==> src/rtl/core/tla_pkg.sv <==
// ----------------------------------------------------------------------------
// tla_pkg
// Shared sizes, codes and types of the toroidal life automaton.
// ----------------------------------------------------------------------------
`timescale 1ns / 1ps

package tla_pkg;

   // grid capacity
   localparam int MAX_ROWS   = 128;
   localparam int MAX_COLS   = 256;
   localparam int ROW_W      = $clog2(MAX_ROWS);
   localparam int COL_W      = $clog2(MAX_COLS);
   localparam int ROW_CNT_W  = $clog2(MAX_ROWS + 1);
   localparam int COL_CNT_W  = $clog2(MAX_COLS + 1);
   localparam int PLANE_AW   = ROW_W + 1;

   // beat field widths
   localparam int REQ_TYPE_W = 2;
   localparam int CELL_ROW_W = 7;
   localparam int CELL_COL_W = 8;
   localparam int CSR_IDX_W  = 8;
   localparam int CSR_DATA_W = 16;
   localparam int ROWS_REG_W = 8;
   localparam int COLS_REG_W = 9;

   localparam logic [ROWS_REG_W-1:0] ROWS_RESET = 8'd108;
   localparam logic [COLS_REG_W-1:0] COLS_RESET = 9'd192;

   // request codes
   localparam logic [REQ_TYPE_W-1:0] REQ_WRITE = 2'd0;
   localparam logic [REQ_TYPE_W-1:0] REQ_READ  = 2'd1;
   localparam logic [REQ_TYPE_W-1:0] REQ_STEP  = 2'd2;

   // register indexes
   localparam logic [CSR_IDX_W-1:0] CSR_ROWS = 8'd0;
   localparam logic [CSR_IDX_W-1:0] CSR_COLS = 8'd1;

   // B3/S23 neighbor counts
   localparam logic [3:0] SURVIVE_LO  = 4'd2;
   localparam logic [3:0] BIRTH_COUNT = 4'd3;

   typedef struct packed {
      logic next_alive;
      logic flipped;
   } rule_out_type;

endpackage

==> src/rtl/core/tla_rule.sv <==
// ----------------------------------------------------------------------------
// tla_rule
// Shared cell unit: counts eight neighbors and applies B3/S23.
// ----------------------------------------------------------------------------
`timescale 1ns / 1ps

module tla_rule (
   input  logic                  self_alive,
   input  logic [7:0]            nbr,
   output tla_pkg::rule_out_type res
);
   import tla_pkg::*;

   logic [3:0] count;
   logic       next_alive;

   always_comb begin
      count = 4'd0;
      for (int i = 0; i < 8; i++) begin
         count = count + {3'b000, nbr[i]};
      end
   end

   always_comb begin
      if (self_alive) begin
         next_alive = (count == SURVIVE_LO) || (count == BIRTH_COUNT);
      end else begin
         next_alive = (count == BIRTH_COUNT);
      end
   end

   assign res.next_alive = next_alive;
   assign res.flipped    = next_alive ^ self_alive;

endmodule

==> config.mk <==
export PLATFORM = sky130hd
export DESIGN_NAME = tla_rule
export DESIGN_NICKNAME = d
export VERILOG_FILES = /design/src/rtl/core/tla_pkg.sv /design/src/rtl/core/tla_rule.sv
export SDC_FILE = /design/constraint.sdc
export NUM_CORES = 1
export LEC_CHECK = 0
export ABC_AREA = 1
export BUFFER_PORTS_ARGS = -buffer_cell sky130_fd_sc_hd__buf_2
export CAP_MARGIN = 20
export CORE_AREA = 2 2 39 41
export DETAILED_ROUTE_END_ITERATION = 8
export DIE_AREA = 0 0 41 43
export SLEW_MARGIN = 20
export SYNTH_ARGS = -nofsm -noshare
export SYNTH_HDL_FRONTEND = slang
export SYNTH_SLANG_ARGS = --single-unit
==> constraint.sdc <==
create_clock -name vclk -period 7.7
set_clock_uncertainty 0.2 [all_clocks]
set_input_delay 1.155 -clock vclk [all_inputs]
set_output_delay 1.155 -clock vclk [all_outputs]
set_load 0.02 [all_outputs]
After elaboration in Yosys (flattened, before gate mapping). Cells that the tools add are included.

Bitwise operators: 1. Mux-type cells: 1. Reduce and logical (&&, ||, !) cells: 1. Add/subtract/negate cells: 7. Eq/ne operators: 2.

Operators by type and width (number): adder 4 x 1 -> 4 bit (4); equality test 4 x 2 -> 1 bit (second input constant) (2); adder 3 x 1 -> 4 bit (1); adder 2 x 1 -> 3 bit (1); adder 1 x 1 -> 2 bit (1); logical OR 1 bit (1); two-way mux 1 bit (1); bitwise XOR 1 bit (1).

Output and inout port bits: 2. Register bits after elaboration: 0. Logic and storage cells: 12. Input port bits: 9.

Longest topological paths before layout. Gate-level depths: netlist (run 1).

Depth in word-level cells: 11. Gate-level depth with buffers: 12. Depth with buffers taken out: 12.

Worst setup path before layout (run 1). Ideal clock, no wire load.

Kind: input to output. Start point: input port nbr[0]. End point: output port res[1] (netlist name). Data arrival time: 3.827 ns. Stages: 11. Path buffers: 1. Path slack: 2.518 ns. Path through: inv_1 -> fa_1 -> fa_1 -> fa_1 -> inv_1 -> ha_1 -> fa_1 -> a21boi_2 -> nand2_1 -> nor2_1 -> buf_4.

Cells in the longest elaborated chain, start to end: 10. Elaborated cells between the ends (all ways): 11. Classes of those cells: add/sub (7); eq/ne (2); mux (1); reduce/logical (1).

Ends and longest elaborated chain: start, declared (line tla_rule.sv:9) `input logic [7:0] nbr,`; adder 1 x 1 -> 2 bit (*) (line tla_rule.sv:20) `count = count + {3'b000, nbr[i]};`; adder 2 x 1 -> 3 bit (*) (line tla_rule.sv:20); adder 3 x 1 -> 4 bit (*) (line tla_rule.sv:20); adder 4 x 1 -> 4 bit (*) (4 in a row) (line tla_rule.sv:20); equality test 4 x 2 -> 1 bit (on tied branches) (line tla_rule.sv:26, tla_rule.sv:28); logical OR 1 bit (line tla_rule.sv:26) `next_alive = (count == SURVIVE_LO) || (count == BIRTH_COUNT);`; two-way mux 1 bit (*) (line tla_rule.sv:25) `if (self_alive) begin`; end, declared (line tla_rule.sv:10) `output tla_pkg::rule_out_type res`.

Every way passes the cells marked *; elsewhere a longest branch is shown, timed or not.

==> out/metrics.csv, run 1 <==
stage,metric,value,unit
synthesis,synth_area,229,um^2
final_layout,seq_cells,0,
final_layout,final_cell_area,297,um^2
synthesis,synth.area.top_cells,"fa_1 (35%), inv_1 (23%), ha_1 (16%)",
timing,drv_slew,0,
final_layout,drive_gt1_share,27.9,%
placed_design,placed_cells,59,
floorplan,core.rowCount,14,
final_layout,n_fill_cell,159,
timing,tns,0,ps
synthesis,yosysWarnings,0,
route,vias,202,
placed_design,gp_congestion,0.640,
placed_design,place_area,297,um^2
clock_network,cts_setup_buffers,0,
grt,grt_use_total,5.22,%
timing,finalCriticalPeriod,5420,ps
floorplan,die_y,43,um
final_layout,syn2layout_area_growth,29.5,%
floorplan,dieArea,1760,um^2
floorplan,initial_core_util,16.5,%
final_layout,nets,61,
placed_design,dpl.hpwl,405,um
timing,rsz0062_at_grt,no,
final_layout,n_antenna_cell,0,
grt,grt_max_degree,4,
timing,period_share,70.4,%
critical_path,startpoint,nbr[0],
timing,fmax,0.185,GHz
synthesis,yosysTopAreaCell,fa_1,
critical_path,required,6340,ps
synthesis,synth_most_common_cell,inv_1,
grt,antenna_found_initial,0,
critical_path,critical_path_class,input pin to output port,
synthesis,yosys.area.top_type_share,35.0,%
final_layout,clkbuf_count,0,
final_layout,instances_no_fill,59,
route,ant_nets,0,
floorplan,io_pins,11,
synthesis,synth.top_cells.by_count,"inv_1 (14), nand2_1 (5), fa_1 (4), ha_1 (3), nor2_1 (3)",
timing,setup_slack,2280,ps
synthesis,avgSynthCellArea,6.94,um^2
clock_network,hold_buffers,0,
critical_path,path_max_fanout,2,
critical_path,cp-end-kind,output port,
floorplan,coreArea,1380,um^2
pwr,total_power,0.0449,mW
pwr,p_leak,0.193,nW
synthesis,seq_area_frac_synth,0,%
placed_design,place_ws,2260,ps
outcome,status,finished clean,
timing,setup_viol,0,
route,drc_errors,0,
pwr,powerDensity,151,nW/um^2
worst_hold_path,min_path_type,input pin to output port,
route,drt_pass1_iterations,1,
grt,grt_pass1_wl,662,um
clock_network,post_cts_resized,0,
worst_hold_path,min_from,self_alive,
run,max_cap_violations,0,
route,drt-total-wl,399,um
timing,slew_headroom,91.5,%
timing,whs,2440,ps
placed_design,io_buffers,11,
synthesis,synth_nets,49,
pwr,irDropWorstVdd,20.1,uV
timing,hold_viol_final,0,
final_layout,final_util,21.4,%
timing,tightestPinTransition,127,ps
route,drt_iter0_markers,0,
synthesis,synth_cells,33,
critical_path,cp.arrival,4060,ps
route,wl_per_cell,6.76,um
floorplan,die_w,41,um
final_layout,seq_area,0,um^2
grt,grt_overflow_total,0,
route,vias_per_cell,3.42,
critical_path,worstSetupStartpointType,input pin,
synthesis,synth_cell_types,8,
grt,grt_pass1_vias,199,
==> power by group <==
group	internal (mW)	leakage, nW	total [mW]	switching [mW]
clock network	0	0	0	0
logic	0.0195	0.193	0.0449	0.0254
registers	0	0	0	0
==> layout make-up <==
type,instances,area (um^2),share of cell area (%)
multi-input cells,18,169,57.0
well taps,16,20.0,6.75
repair buffers,11,55.1,18.6
inverters,14,52.6,17.7
==> path summary, 6_finish.rpt <==
kind	cells after the start	endpoint	slack (ps)
max	12	res[1]	2280
min	4	res[0]	2440
==> worst max-delay path, cell delays in order <==
cell      delay, ps
buf_2            70
inv_1            50
fa_1            560
fa_1            430
fa_1            490
inv_1            40
ha_1            210
fa_1            550
a21boi_2        170
nand2_1          80
nor2_1           90
buf_2           170
==> cell families after synthesis <==
family,after synthesis,synth area share [%]
buffers and inverters,15,26.2
AND/OR/NAND/NOR,10,17.5
adder cells (fa/ha/maj),7,51.4
AO/OA/AOI/OAI,1,4.92
==> cell usage in the layout (no fill, tap or decap) <==
| master | synthesis | routed |
|---|---|---|
| inv_1 | 14 | 14 |
| buf_2 | 0 | 11 |
| nand2_1 | 5 | 5 |
| fa_1 | 4 | 4 |
| nor2_1 | 3 | 3 |
| ha_1 | 3 | 3 |
| nand3_1 | 2 | 2 |
| a21boi_2 | 1 | 1 |
==> metal layers <==
| metal | share of wire, % | vias to the layer above | track usage [%] | routed length (um) |
|---|---|---|---|---|
| met5 | 0 | - | 0 | 0 |
| met3 | 5.5 | 0 | 0 | 22 |
| met2 | 63 | 4 | 12.5 | 251 |
| met4 | 0 | 0 | 0 | 0 |
| met1 | 31 | 88 | 3.85 | 125 |
| li1 | - | 110 | - | - |
(Power assumes the default switching activity.)
==> inputs of run 2 (changes only) <==
- clock period: 7.7 -> 5.4 ns (I/O delays scaled with it)
==> run 2 against run 1 <==
Effect of this change:
- largest cell class unchanged
- power rose by 40%
- highest routed layer unchanged
- critical endpoint is now res[0]
- worst setup slack got worse by 1600 ps
- flip-flop and latch count did not move
==> out/metrics.csv, run 2 (synthesized netlist as in run 1, its figures left out) <==
stage,metric,value,unit
outcome,status,finished clean,
timing,slew_headroom,92.1,%
grt,grt_pass1_wl,641,um
clock_network,post_cts_resized,0,
critical_path,critical_path_class,input pin to output port,
critical_path,cp_common_cell,fa_1,
critical_path,path_max_fanout,2,
timing,finalCriticalPeriod,4700,ps
timing,tns,0,ps
floorplan,io_pins,11,
final_layout,drive_gt1_share,27.9,%
route,vias_per_cell,3.36,
final_layout,final_cell_area,297,um^2
route,wl_met3,17,um
timing,period_share,87.1,%
timing,hold_viol_final,0,
route,ant_nets,0,
final_layout,syn2layout_area_growth,29.5,%
floorplan,coreArea,1380,um^2
critical_path,max_stage_delay,550,ps
pwr,p_leak,0.193,nW
placed_design,dpl.hpwl,363,um
placed_design,io_buffers,11,
route,top_layer,met3,
route,drt_pass1_iterations,1,
floorplan,die_w,41,um
floorplan,core.rowCount,14,
grt,grt_pass1_vias,201,
grt,antenna_found_initial,0,
placed_design,gp_congestion,0.614,
critical_path,cp_top_family,adder cells,
critical_path,cp-end-kind,output port,
clock_network,cts_setup_buffers,0,
timing,tightestPinTransition,118,ps
critical_path,slowest_stage,fa_1,
route,wl_per_cell,6.10,um
clock_network,hold_buffers,0,
critical_path,worstSetupStartpointType,input pin,
final_layout,final_cell_mix,"inv_1 (14), buf_2 (11), nand2_1 (5)",
timing,setup_viol,0,
critical_path,required,4390,ps
worst_hold_path,min_from,self_alive,
critical_path,cp.arrival,3690,ps
pwr,total_power,0.0628,mW
final_layout,nets,61,
final_layout,seq_area,0,um^2
route,drt-met1-wl,132,um
timing,rsz0062_at_grt,no,
placed_design,place_ws,681,ps
worst_hold_path,holdPathEnd,res[0],
route,drt_iter0_markers,0,
grt,grt_max_degree,4,
final_layout,seq_cells,0,
final_layout,n_antenna_cell,0,
route,drt-total-wl,360,um
timing,drv_slew,0,
floorplan,initial_core_util,16.5,%
grt,grt_overflow_total,0,
final_layout,clkbuf_count,0,
placed_design,place_area,297,um^2
route,vias,198,
route,wl_met2,210,um
worst_hold_path,min_path_cells,4,
timing,setup_slack,699,ps
final_layout,final_util,21.4,%
timing,fmax,0.213,GHz
pwr,powerDensity,212,nW/um^2
final_layout,final_common_cell,inv_1,
grt,grt_use_total,4.81,%
route,drc_errors,0,
critical_path,worstPathCellList,buf_2 > inv_1 > fa_1 > fa_1 > fa_1 > inv_1 > ha_1 > fa_1 > a21boi_2 > nand2_1 > nand2_1 > nand2_1 > buf_2,
pwr,irDropWorstVdd,33.9,uV
run,max_cap_violations,0,
worst_hold_path,min_path_type,input pin to output port,
floorplan,die_y,43,um
critical_path,path_buf_inv,4,
floorplan,dieArea,1760,um^2
[run 2: cell counts in the layout (fill, tap and decap cells not counted)]
Identical to the previous run, type by type.
[run 2: worst max-delay path by stage]
stage | cells after the start | slack [ps] | startpoint | end
2_1_floorplan | 11 | 910 | nbr[0] | res[1]
3_3_place_gp | 13 | 720 | nbr[0] | res[0]
3_5_place_dp | 13 | 680 | nbr[0] | res[0]
4_1_cts | 13 | 670 | nbr[0] | res[0]
5_1_grt | 13 | 530 | nbr[0] | res[0]
6_report | 13 | 700 | nbr[0] | res[0]
[run 2: final cells by class]
class,instances,area (um^2)
inverter,14,52.6
multi-input combinational,18,169
fill,166,1090
timing repair buffer,11,55.1
tap,16,20.0
[run 2: routing by layer]
| metal | up-vias | track usage [%] |
|---|---|---|
| met4 | 0 | 0 |
| met3 | 0 | 0 |
| li1 | 110 | - |
| met2 | 4 | 10.0 |
| met1 | 84 | 5.11 |
| met5 | - | 0 |
[run 2: stage by stage]
step / instances / hold slack [ps]
global placement: 59 / 1770
detailed placement: 59 / 1770
finish: 59 / 1760
CTS: 59 / 1770
global route: 59 / 1790
floorplan: 33 / 1590
[run 2: report_power, final]
group / total (mW) / switching [mW] / internal (mW)
logic: 0.0628 / 0.0355 / 0.0273
registers: 0 / 0 / 0
clock network: 0 / 0 / 0
