File: src/rtl/core/tla_ram.sv
// ----------------------------------------------------------------------------
// tla_ram
// Simple dual-port RAM, one write and one registered read per cycle.
// ----------------------------------------------------------------------------
`timescale 1ns / 1ps

module tla_ram #(
   parameter int WIDTH = 8,
   parameter int DEPTH = 16
) (
   input  logic                     clock,
   input  logic                     wr_en,
   input  logic [$clog2(DEPTH)-1:0] wr_addr,
   input  logic [WIDTH-1:0]         wr_data,
   input  logic [$clog2(DEPTH)-1:0] rd_addr,
   output logic [WIDTH-1:0]         rd_data
);

   logic [WIDTH-1:0] mem [DEPTH];

   always_ff @(posedge clock) begin
      if (wr_en) begin
         mem[wr_addr] <= wr_data;
      end
   end

   always_ff @(posedge clock) begin
      rd_data <= mem[rd_addr];
   end

endmodule

File: config.mk
export PLATFORM = sky130hd
export DESIGN_NAME = tla_ram
export DESIGN_NICKNAME = d
export VERILOG_FILES = /design/src/rtl/core/tla_ram.sv
export SDC_FILE = /design/constraint.sdc
export NUM_CORES = 1
export LEC_CHECK = 0
export BUFFER_PORTS_ARGS = -buffer_cell sky130_fd_sc_hd__buf_2
export CAP_MARGIN = 10
export CORE_MARGIN = 2
export CORE_UTILIZATION = 36
export DETAILED_ROUTE_END_ITERATION = 6
export PLACE_DENSITY_LB_ADDON = 0.08
export RECOVER_POWER = 25
export SLEW_MARGIN = 20
export SYNTH_ARGS = -nofsm -noshare
export SYNTH_HDL_FRONTEND = slang
export SYNTH_SLANG_ARGS = --single-unit
File: constraint.sdc
create_clock -name clock -period 3.8 [get_ports clock]
set_input_delay 0.57 -clock clock [delete_from_list [all_inputs] [get_ports clock]]
set_output_delay 0.57 -clock clock [all_outputs]
set_load 0.005 [all_outputs]
Word level (Yosys, flattened, before mapping). Memory sizes are Yosys's and may differ from the RTL's. A register that Yosys moved wholly into a read port is not among the register bits. Cells that the tools add are included.

Flip-flop bits (word level): 0. RAM bits: 128. Input bits: 18. Output and inout port bits: 8. Logic and storage cells: 3. Memories kept: 1.

Mux-type cells: 2.

Memories: mem (words 16, bits a word 8, read ports 1, clocked after memory_dff 1, wr ports 1, RTL line 19) `logic [WIDTH-1:0] mem [DEPTH];`.

Operator list (count): two-way mux 1 bit (2).

Depth between registers and ports, before layout. Gate-level depths: netlist of run 1.

Depth in word-level cells: 2. Mapped depth: 5. Mapped depth without buffers: 3.

Least setup slack after synthesis of run 1. OpenSTA, ideal clock, no wires.

Path kind: input-to-reg. Start: input wr_addr[2]. End: memory mem[0][0] (enable). Library setup time: 0.383 ns. Arrival time: 1.680 ns. Setup slack: 1.737 ns. Stages: 2. Path buffers: 0. Cells stage by stage: or3b_2 -> nor3_1.

RTL lines: start: declaration (RTL line 13) `input logic [$clog2(DEPTH)-1:0] wr_addr,`; end: declaration (RTL line 19).

No word-level cell before the write port.

==> impl_results.md, run 1 <==
* Core box area at between 0.01 and 0.015 mm2
* GPL Wtd Cong at a little under 0.7
* I/O pin count at 26
* Clock share of power at 0.438
* Hold_sp: wr_data[6]
* Largest net degree at the start of global routing at 33
* Register share of total power at 0.516
* Wire per inst at 23.37 um
* CP Launch Type: input port
* PD cells at about 550 mW/mm2
* Die width at roughly 120 um
* Clock Skew at roughly 6.8 ps
* Detail Route Antenna Nets at 0
* Count of input and output buffers at 25
* Worst rel slew slack at 0.2876
* Nets at between 200 and 300
* Antenna violations before repair at 0
* Synth Net Count at about 250
* Layout cell share with drive strength beyond 1 at 0.2384
* Most common cell after layout, fill and taps aside: edfxtp_1
* R2R setup slack at 2380 ps
* DR vias at ~2400
* R2r endpoint: rd_data[0]
* Setup-failing EPs final at 0
* WP buf/inv at 2
* Worst hold endpoint: mem[6][6]
* Initial detailed-routing violation count at 218
* CTS Sinks at about 140
* Chip Height at 123.6 um
* Syn. warnings at 0
* Post-Synthesis Cells at between 200 and 250
* CP Max Fanout at 17
* Initial core utilization at 0.3694
* Worst r2r src: mem[0][0]
* Worst-margin pin slew at around 1100 ps
* Data arrival, critical path at around 2300 ps
* Clk_lat worst skew at between 400 and 500 ps
* Vias in the first global route at around 2400
* Mapped Area at ~0.0051 mm2
* Worst-path clk slew at 50 ps
* #FFs+latches synth at 136
* Status: finished, final reports clean
* Drt first pass iters at 4
* Kind of critical path: in2reg
* CTS root buf: clkbuf_16
* TritonCTS clock tree: done
* Worst VDD drop at approximately 0.28 mV
* Reg2Reg Depth at 3
* CP max stage delay at about 560 ps
* Ant. Diodes at 0
* Post-layout min period at approximately 2000 ps
* CTS max path bufs at 2
* Drt drc at 0
* CP Cell Sequence: buf_2 -> buf_12 -> mux4_1 -> a22oi_1 -> nand2_1
* CP endpoint kind: flop
* Tcrit/Tclk final at 0.5268
* Slew Limit Fails at 0
* Final WL at 10.77 mm
* Max Fclk at about 500 MHz
* Hold violation count in the final report at 0
* Detailed Place HPWL at ~6.6 mm
* Final Util at 0.4285
* Hold Crit Class: in2reg
* Seq/Total Area, Yosys at 0.7778
* GRT Util Overall at 0.1590
* Number of H-tree levels at 4
* Post-CTS Resized at 0
* Die area at roughly 0.015 mm2
* Synth cell types at 19
* Post-route setup TNS at 0 ps
* Global-route wire length before repair at ~16 mm
* RSZ-0062 raised after global routing: no
* Area grow syn2layout at 15.99%
* Lkg Pwr at roughly 2.0 nW
* GRT Residual Overflow at 0
* Rows at 43
* Fillcell total at 1235
* Sw frac at 0.1996
* Internal power at 2.620 mW
* Crit path max-delay cell type: mux4_1
* Psw at roughly 0.65 mW
* WHS Path Cells at 1
* CTS Buf Count at 17
* Max-cap violations at 0
* Commonest non-fill, non-tap cells in the layout: edfxtp_1, buf_2, mux4_2
* Hold_buf cts at 0
* Post CTS Setup Buffer Count at 0
* Vias/cell at between 5 and 6
* Worst endpoint required time at about 4100 ps
* Logic pwr share at 0.046
* Family with the most delay on the worst path: buffers and inverters
* Avg Inst Size Synth at 22.48 um2
per-stage QoR:
stage          power (mW)  setup WS (ps)  area, um2  hold WS, ps  std cells
2_1_floorplan       1.801           1737       5147        629.3        229
3_3_place_gp        1.872           1304       5461        651.2        429
3_5_place_dp        1.874           1332       5461        655.2        429
4_1_cts             3.305           1771       5977        532.2        461
5_1_grt             3.393           1697       5971        563.1        461
6_report            3.273           1798       5971        548.8        461
power groups by stage:
| stage | Sequential, mW | Combinational (mW) | Clock (mW) |
|---|---|---|---|
| after global placement | 1.72 | 0.154 | 0 |
| after floorplan | 1.72 | 0.0851 | 0 |
| after detailed placement | 1.72 | 0.155 | 0 |
| after global routing | 1.69 | 0.165 | 1.54 |
| after CTS | 1.69 | 0.155 | 1.46 |
| final | 1.69 | 0.149 | 1.44 |
cells in the mapped netlist:
cell type        instances  area (um2)
edfxtp_1               128        3844
mux4_2                  18       405.4
a22oi_1                 16       120.1
mux4_1                  14       367.9
nor2_1                  13       48.80
nand2_1                  9       33.78
dfxtp_1                  8       160.2
nor3_1                   4       20.02
buf_2                    3       15.01
buf_6                    3       33.78
clkdlybuf4s25_2          3       30.03
nand2b_1                 2       12.51
nand3b_1                 2       15.01
and2_1                   1       6.260
and2b_1                  1       7.510
buf_4                    1       7.510
nand3_1                  1       5.000
nor2b_1                  1       6.260
or3b_2                   1       8.760
worst max-delay path by stage:
stage               start         end  slack (ps)  depth (start not counted)
2_1_floorplan  wr_addr[2]   mem[0][0]        1740                          2
3_3_place_gp   rd_addr[0]  rd_data[0]        1300                          5
3_5_place_dp   rd_addr[0]  rd_data[1]        1330                          5
4_1_cts        rd_addr[0]  rd_data[1]        1770                          5
5_1_grt        rd_addr[0]  rd_data[1]        1700                          5
6_report       rd_addr[0]  rd_data[0]        1800                          5
state kept, by name (all words and copies together), names as in the netlist:
signal and flops:
mem 128, rd_data 8
cell families after synthesis:
group | after synthesis | share of synthesized area
multiplexers | 32 | 0.1502
AO/OA/AOI/OAI | 16 | 0.02334
flip-flops | 136 | 0.7778
AND/OR/NAND/NOR | 35 | 0.03184
buffers and inverters | 10 | 0.01677
per-layer routing:
layer | share of wire | GRT usage | vias to the layer above
met5 | 0 | 0 | -
met4 | 0.018 | 0.07031 | 0
met3 | 0.053 | 0.04212 | 14
met2 | 0.48 | 0.2349 | 68
met1 | 0.45 | 0.2225 | 1244
li1 | - | - | 1051
cell type report:
class / instances / area, um2 / area share
clock buffers: 28 / 496.7 / 0.08319
clock inverters: 4 / 18.77 / 0.003143
multi-input cells: 83 / 1057 / 0.1771
flip-flops and latches: 136 / 4004 / 0.6706
well taps: 180 / 225.2 / 0.03772
repair buffers: 30 / 168.9 / 0.02829
No activity file was read; power rests on OpenSTA's default activity.
==> inputs of run 2 (changes only) <==
- ABC_AREA: not set -> 1
- clock period: 3.8 -> 2.09 ns (I/O delays scaled with it)
==> run 2 against run 1 <==
Effect of this change:
- clock power is 120% higher
- hold slack worse by 270 ps
- global-route usage is 2.0 points higher
- design area is 14% higher
- flip-flop and latch count stayed put
- area after synthesis is 12% higher
- first-iteration DRC count is 8.7% higher
- cell count is 79% higher
- largest cell class unchanged
- highest routed layer unchanged
==> impl_results.md, run 2 <==
* CP Max Fanout at 1 (-16)
* GRT Util Overall at 0.1794 (+0.02042)
* Layout cell share with drive strength beyond 1 at 0.1153 (-0.1231)
* Hold violation count in the final report at 0 (unchanged)
* RSZ-0062 raised after global routing: no
* Crit path max-delay cell type: dfxtp_1
* Worst-margin pin slew at 851.5 ps (-213.2 ps)
* CTS root buf: clkbuf_16
* Prevailing post-synth register cell: edfxtp_1
* Worst hold endpoint: rd_data[0]
* Count of input and output buffers at 25 (unchanged)
* Hold_sp: rd_addr[3]
* PD cells at 971.2 mW/mm2 (+77%)
* Post-CTS Resized at 0 (unchanged)
* Vias in the first global route at 3841 (+61%)
* Synth area leader: edfxtp_1
* Clock Skew at 6.657 ps (-0.1115 ps)
* WP buf/inv at 1 (-1)
* CP max stage delay at 380 ps (-180 ps)
* Worst VDD drop at 0.5853 mV (+110%)
* CTS max path bufs at 2 (unchanged)
* Rows at 46 (+7.0%)
* TritonCTS clock tree: done
* Yosys top cell area share at 0.6665 (-0.08020)
* Non-Filler Cell Area, Final at 0.006792 mm2 (+14%)
* Detailed Place HPWL at 8.651 mm (+31%)
* Top post-synthesis cells by count: nand2_1, edfxtp_1, inv_1, nand3_1, nor2_1
* Worst endpoint required time at 1780 ps (-2300 ps)
* CTS Buf Count at 17 (unchanged)
* Avg Inst Size Synth at 10.47 um2 (-53%)
* R2R setup slack at 1070 ps (-1310 ps)
* Placed cells at 791 (+84%)
* Final WL at 13.94 mm (+29%)
* Hold_buf cts at 0 (unchanged)
* Worst rel slew slack at 0.4324 (+0.1447)
* Commonest non-fill, non-tap cells in the layout: nand2_1, edfxtp_1, inv_1
* Worst r2r src: mem[5][6]
* Drt first pass iters at 6 (+2)
* Largest reg by FF count: mem
* Fillcell total at 1565 (+27%)
* Slew Limit Fails at 0 (unchanged)
* Ranking of synthesized cells by area: edfxtp_1, nand2_1, nand3_1
* Antenna violations before repair at 0 (unchanged)
* Ant. Diodes at 0 (unchanged)
* Lkg Pwr at 2.929 nW (+49%)
* Post-route setup TNS at 0 ps (unchanged)
* Wire per inst at 16.93 um (-28%)
* Max Fclk at 803.1 MHz
* #FFs+latches synth at 136 (unchanged)
* Reg2Reg Depth at 6 (+3)
* Detail Route Antenna Nets at 0 (unchanged)
* Hold Crit Class: in2reg
* CP Launch Type: flop
* GRT Residual Overflow at 0 (unchanged)
* Max FFs per register at 128 (unchanged)
* Core box area at 0.01577 mm2 (+13%)
* Number of H-tree levels at 4 (unchanged)
* R2r endpoint: rd_data[6]
* Status: finished, final reports clean
* Max-cap violations at 0 (unchanged)
* Die area at 0.01705 mm2 (+12%)
* Drt drc at 0 (unchanged)
* Synth cell types at 12 (-7)
* Post-layout min period at between 1000 and 1500 ps
* Non-filler instance count after layout at 823 (+79%)
* Seq/Total Area, Yosys at 0.6943 (-0.08354)
* Biggest regs: mem: 128 flops, rd_data: 8 flops
* Most frequent cell after synthesis: nand2_1
* Tcrit/Tclk final at 0.5958
* WHS Path Cells at 3 (+2)
* Area of the multi-input gates at 0.001214 mm2 (+15%)
* Data arrival, critical path at 930 ps (-1350 ps)
* CP endpoint kind: output port
* Initial core utilization at 0.3657 (-0.003722)
* Post CTS Setup Buffer Count at 0 (unchanged)
* Largest net degree at the start of global routing at 65 (+97%)
* Hold WS at 281.5 ps (-267.2 ps)
* DR vias at 3725 (+57%)
* Mapped Area at 0.005767 mm2 (+12%)
* Vias/cell at 4.526 (-12%)
* Family with the most delay on the worst path: flip-flops
* Chip Height at 130.6 um (+5.7%)
* Worst setup margin at 844.8 ps (-953.4 ps)
* Power after layout at 6.596 mW (+100%)
* Dpl ws at 473.4 ps (-858.4 ps)
* Kind of critical path: reg2out
* Global-route wire length before repair at 21.87 mm (+36%)
* Post-Synthesis Cells at 551 (+140%)
* Synth Net Count at 569 (+130%)
* GPL Wtd Cong at 0.8006 (+15%)
* Reg area at 0.004004 mm2 (unchanged)
* Crit. path cell count at 1 (-4)
* Nets at 612 (+110%)
* Asr flop ratio synth at 0 (unchanged)
* Dpl cell area at 0.006181 mm2 (+13%)
* Setup-failing EPs final at 0 (unchanged)
* Clk_lat worst skew at 420 ps (about the same)
* Most common cell after layout, fill and taps aside: nand2_1
* EDFF count, synth at 128 (unchanged)
* Worst-path clk slew at 60 ps (about the same)
* Area grow syn2layout at 17.77%
* Final Util at 0.4307 (+0.002175)
* Syn. warnings at 0 (unchanged)
* CTS Sinks at 136 (unchanged)
* I/O pin count at 26 (unchanged)
* Die width at 130.6 um (+5.7%)
* Initial detailed-routing violation count at 237 (+8.7%)
* CP Cell Sequence: buf_2
-- run 2: changes by cell type in the layout (fill, tap and decap cells not counted), sizes merged, moves of 2 or more --
| cell | previous run | this run |
|---|---|---|
| nand2b | 2 | 0 |
| buf | 25 | 43 |
| nor3 | 4 | 0 |
| clkinv | 4 | 7 |
| clkbuf | 33 | 25 |
| nand3 | 1 | 97 |
| nor2 | 13 | 17 |
| bufinv | 0 | 5 |
| mux4 | 32 | 0 |
| nand2 | 9 | 173 |
| inv | 0 | 102 |
| a22oi | 16 | 0 |
-- run 2: area by class of cell --
cell class | count | share of cell area
clock inverter | 12 | 0.02653
clock buffer | 20 | 0.06430
inverter | 102 | 0.05637
timing repair buffer | 48 | 0.04477
tap | 216 | 0.03979
multi-input combinational | 289 | 0.1787
sequential | 136 | 0.5895
-- run 2: how the worst max path moves through the flow --
| stage | startpoint | end | slack (ps) |
|---|---|---|---|
| after floorplan | wr_addr[2] | mem[10][0] | 830 |
| after detailed placement | rd_addr[2] | rd_data[6] | 470 |
| after global routing | rd_data[3] | rd_data[3] | 800 |
| final | rd_data[3] | rd_data[3] | 840 |
| after global placement | rd_addr[2] | rd_data[5] | 480 |
| after CTS | rd_data[3] | rd_data[3] | 820 |
-- run 2: power breakdown --
part	switching (mW)	internal (mW)
logic	0.257	0.106
registers	0.0189	3.05
clock network	1.07	2.09
total	1.35	5.25
-- run 2: cells by family (layout without fill, tap and decap cells) --
family | after synthesis | after routing | share of synthesized area
and+or+nand+nor | 289 | 289 | 0.2105
DFF | 136 | 136 | 0.6943
buffers and inverters | 126 | 182 | 0.09525
-- run 2: tightest hold or removal path: stages --
cell     delay, ps
buf_2          180
nand3_1        110
nand2_1         50
-- run 2: layer usage --
layer / GRT usage / vias up / wire length (um)
li1: - / 1857 / -
met1: 0.2511 / 1762 / 6655
met2: 0.2767 / 88 / 6288
met3: 0.04194 / 18 / 774
met4: 0.06133 / 0 / 216
met5: 0 / - / 0
==> inputs of run 3 (changes only) <==
- clock period: 2.09 -> 1.2 ns (I/O delays scaled with it)
==> run 3 against run 2 <==
Effect of this change:
- first-iteration DRC count is 34% higher
- clock power is 72% higher
- sequential share of layout area is 1.2 points lower
- design area is 2.1% higher
- combinational power is 88% higher
- utilization is 0.92 points higher
- flip-flop and latch count stayed put
- die area stayed put
- non-clock buffer count is 11 higher
- sequential power is 74% higher
- wire length is 1.3% lower
- largest cell class unchanged
==> impl_results.md, run 3 (synthesis results as in run 2) <==
* Status: finished, final reports clean
* Clock Skew at 5.050 ps (-1.606 ps)
* Internal power at 9.099 mW (+73%)
* PD cells at 1654 mW/mm2 (+70%)
* Vias/cell at 4.540 (+0.31%)
* Die width at 130.6 um (unchanged)
* CTS max path bufs at 2 (unchanged)
* Biggest regs: mem: 128 flops, rd_data: 8 flops
* Hold_sp: wr_data[0]
* Kind of critical path: reg2out
* Lkg Pwr at 3.014 nW (+2.9%)
* Max Fclk at approximately 900 MHz
* Worst endpoint required time at 1020 ps (-760 ps)
* Reg area at 0.004004 mm2 (unchanged)
* Final WL at 13.75 mm (-1.3%)
* Number of H-tree levels at 4 (unchanged)
* Worst-margin pin slew at 879.4 ps (+27.90 ps)
* Drt drc at 0 (unchanged)
* Hold WS at 194.6 ps (-86.91 ps)
* CTS root buf: clkbuf_16
* Psw at 2.373 mW (+76%)
* Max-cap violations at 0 (unchanged)
* CP endpoint kind: output port
* Area grow syn2layout at 20.29%
* WP buf/inv at 1 (unchanged)
* GRT Util Overall at 0.1779 (-0.001544)
* Sw frac at 0.2069 (+0.002485)
* DR vias at 3791 (+1.8%)
* CP max stage delay at 370 ps (about the same)
* Vias in the first global route at 3697 (-3.7%)
* Layout cell share with drive strength beyond 1 at 0.1375 (+0.02222)
* Largest reg by FF count: mem
* Worst r2r src: mem[7][6]
* CP Launch Type: flop
* Chip Height at 130.6 um (unchanged)
* Worst VDD drop at 1.012 mV (+73%)
* Reg2Reg Depth at 6 (unchanged)
* Die area at 0.01705 mm2 (unchanged)
* Register share of total power at 0.466 (about the same)
* Commonest non-fill, non-tap cells in the layout: nand2_1, edfxtp_1, inv_1
* Non-filler instance count after layout at 835 (+1.5%)
* Nets at 623 (+1.8%)
* Wire per inst at 16.47 um (-2.7%)
* Crit. path cell count at 1 (unchanged)
* Family with the most delay on the worst path: flip-flops
* Count of input and output buffers at 25 (unchanged)
* Global-route wire length before repair at 21.36 mm (-2.3%)
* CP Max Fanout at 1 (unchanged)
* Most common cell after layout, fill and taps aside: nand2_1
* WHS Path Cells at 1 (-2)
* Logic pwr share at 0.059 (+0.004)
* CTS Buf Count at 17 (unchanged)
* Tcrit/Tclk final at 0.9209
* Slew Limit Fails at 0 (unchanged)
* Drt first pass iters at 5 (-1)
* Antenna violations before repair at 0 (unchanged)
* Dpl cell area at 0.006326 mm2 (+2.3%)
* CTS Sinks at 136 (unchanged)
* GPL Wtd Cong at 0.7762 (-3.0%)
* Hold violation count in the final report at 0 (unchanged)
* Detail Route Antenna Nets at 0 (unchanged)
* Clock share of power at 0.475 (-0.005)
* Origin of the worst setup path: rd_data[4]
* I/O pin count at 26 (unchanged)
* Largest net degree at the start of global routing at 63 (-3.1%)
* Setup-failing EPs final at 0 (unchanged)
* RSZ-0062 raised after global routing: no
* Rows at 46 (unchanged)
* Hold_buf cts at 0 (unchanged)
* TritonCTS clock tree: done
* Max FFs per register at 128 (unchanged)
* Crit path max-delay cell type: dfxtp_1
* Power after layout at 11.47 mW (+74%)
* Placed cells at 802 (+1.4%)
* CP Cell Sequence: buf_2
* Post-CTS Resized at 0 (unchanged)
* Hold Crit Class: in2reg
* Worst rel slew slack at 0.4138 (-0.01860)
* Fillcell total at 1518 (-3.0%)
* Detailed Place HPWL at 8.681 mm (+0.35%)
* Core box area at 0.01577 mm2 (unchanged)
* Initial detailed-routing violation count at 317 (+34%)
* Area of the multi-input gates at 0.001214 mm2 (unchanged)
* Non-Filler Cell Area, Final at 0.006937 mm2 (+2.1%)
* GRT Residual Overflow at 0 (unchanged)
* Post CTS Setup Buffer Count at 0 (unchanged)
* Worst-path clk slew at 60 ps (about the same)
* Post-layout min period at between 1000 and 1500 ps
* Clk_lat worst skew at 420 ps (about the same)
* Initial core utilization at 0.3657 (unchanged)
* Data arrival, critical path at 930 ps (about the same)
==> run 3: cell type report <==
cell class,instances,share of cell area
well taps,216,0.03896
clock inverters,10,0.02165
inverters,102,0.05519
repair buffers,59,0.06475
flip-flops and latches,136,0.5772
clock buffers,22,0.06692
multi-input cells,289,0.1750
diodes,1,0.0003608
==> run 3: power by group through the flow <==
stage	clock, mW	combinational [mW]	sequential (mW)
2_1_floorplan	0	0.375	5.44
3_3_place_gp	0	0.692	5.44
3_5_place_dp	0	0.694	5.44
4_1_cts	5.53	0.696	5.34
5_1_grt	5.75	0.768	5.35
6_report	5.45	0.682	5.34
==> run 3: stage by stage <==
step,worst slack (ps),utilization,TNS (ps)
6_report,94.92,0.4399,0
5_1_grt,42.68,0.4397,0
4_1_cts,62.54,0.4401,0
3_5_place_dp,-79.49,0.4011,-1197
3_3_place_gp,-74.94,0.4011,-912.1
2_1_floorplan,69.16,-,0
==> run 3: worst paths after layout <==
check | end | slack [ps]
worst max-delay path | rd_data[4] | 90
worst min-delay path | mem[5][0] | 190
worst max register to register | rd_data[6] | 180
worst min register to register | rd_data[5] | 650
==> run 3: routing by layer <==
layer  part of all wire  global-route usage  up-vias
li1                   -                   -     1883
met1               0.49              0.2501     1796
met2               0.45              0.2647       96
met3              0.045             0.04072       16
met4              0.013             0.07885        0
met5                  0                   0        -
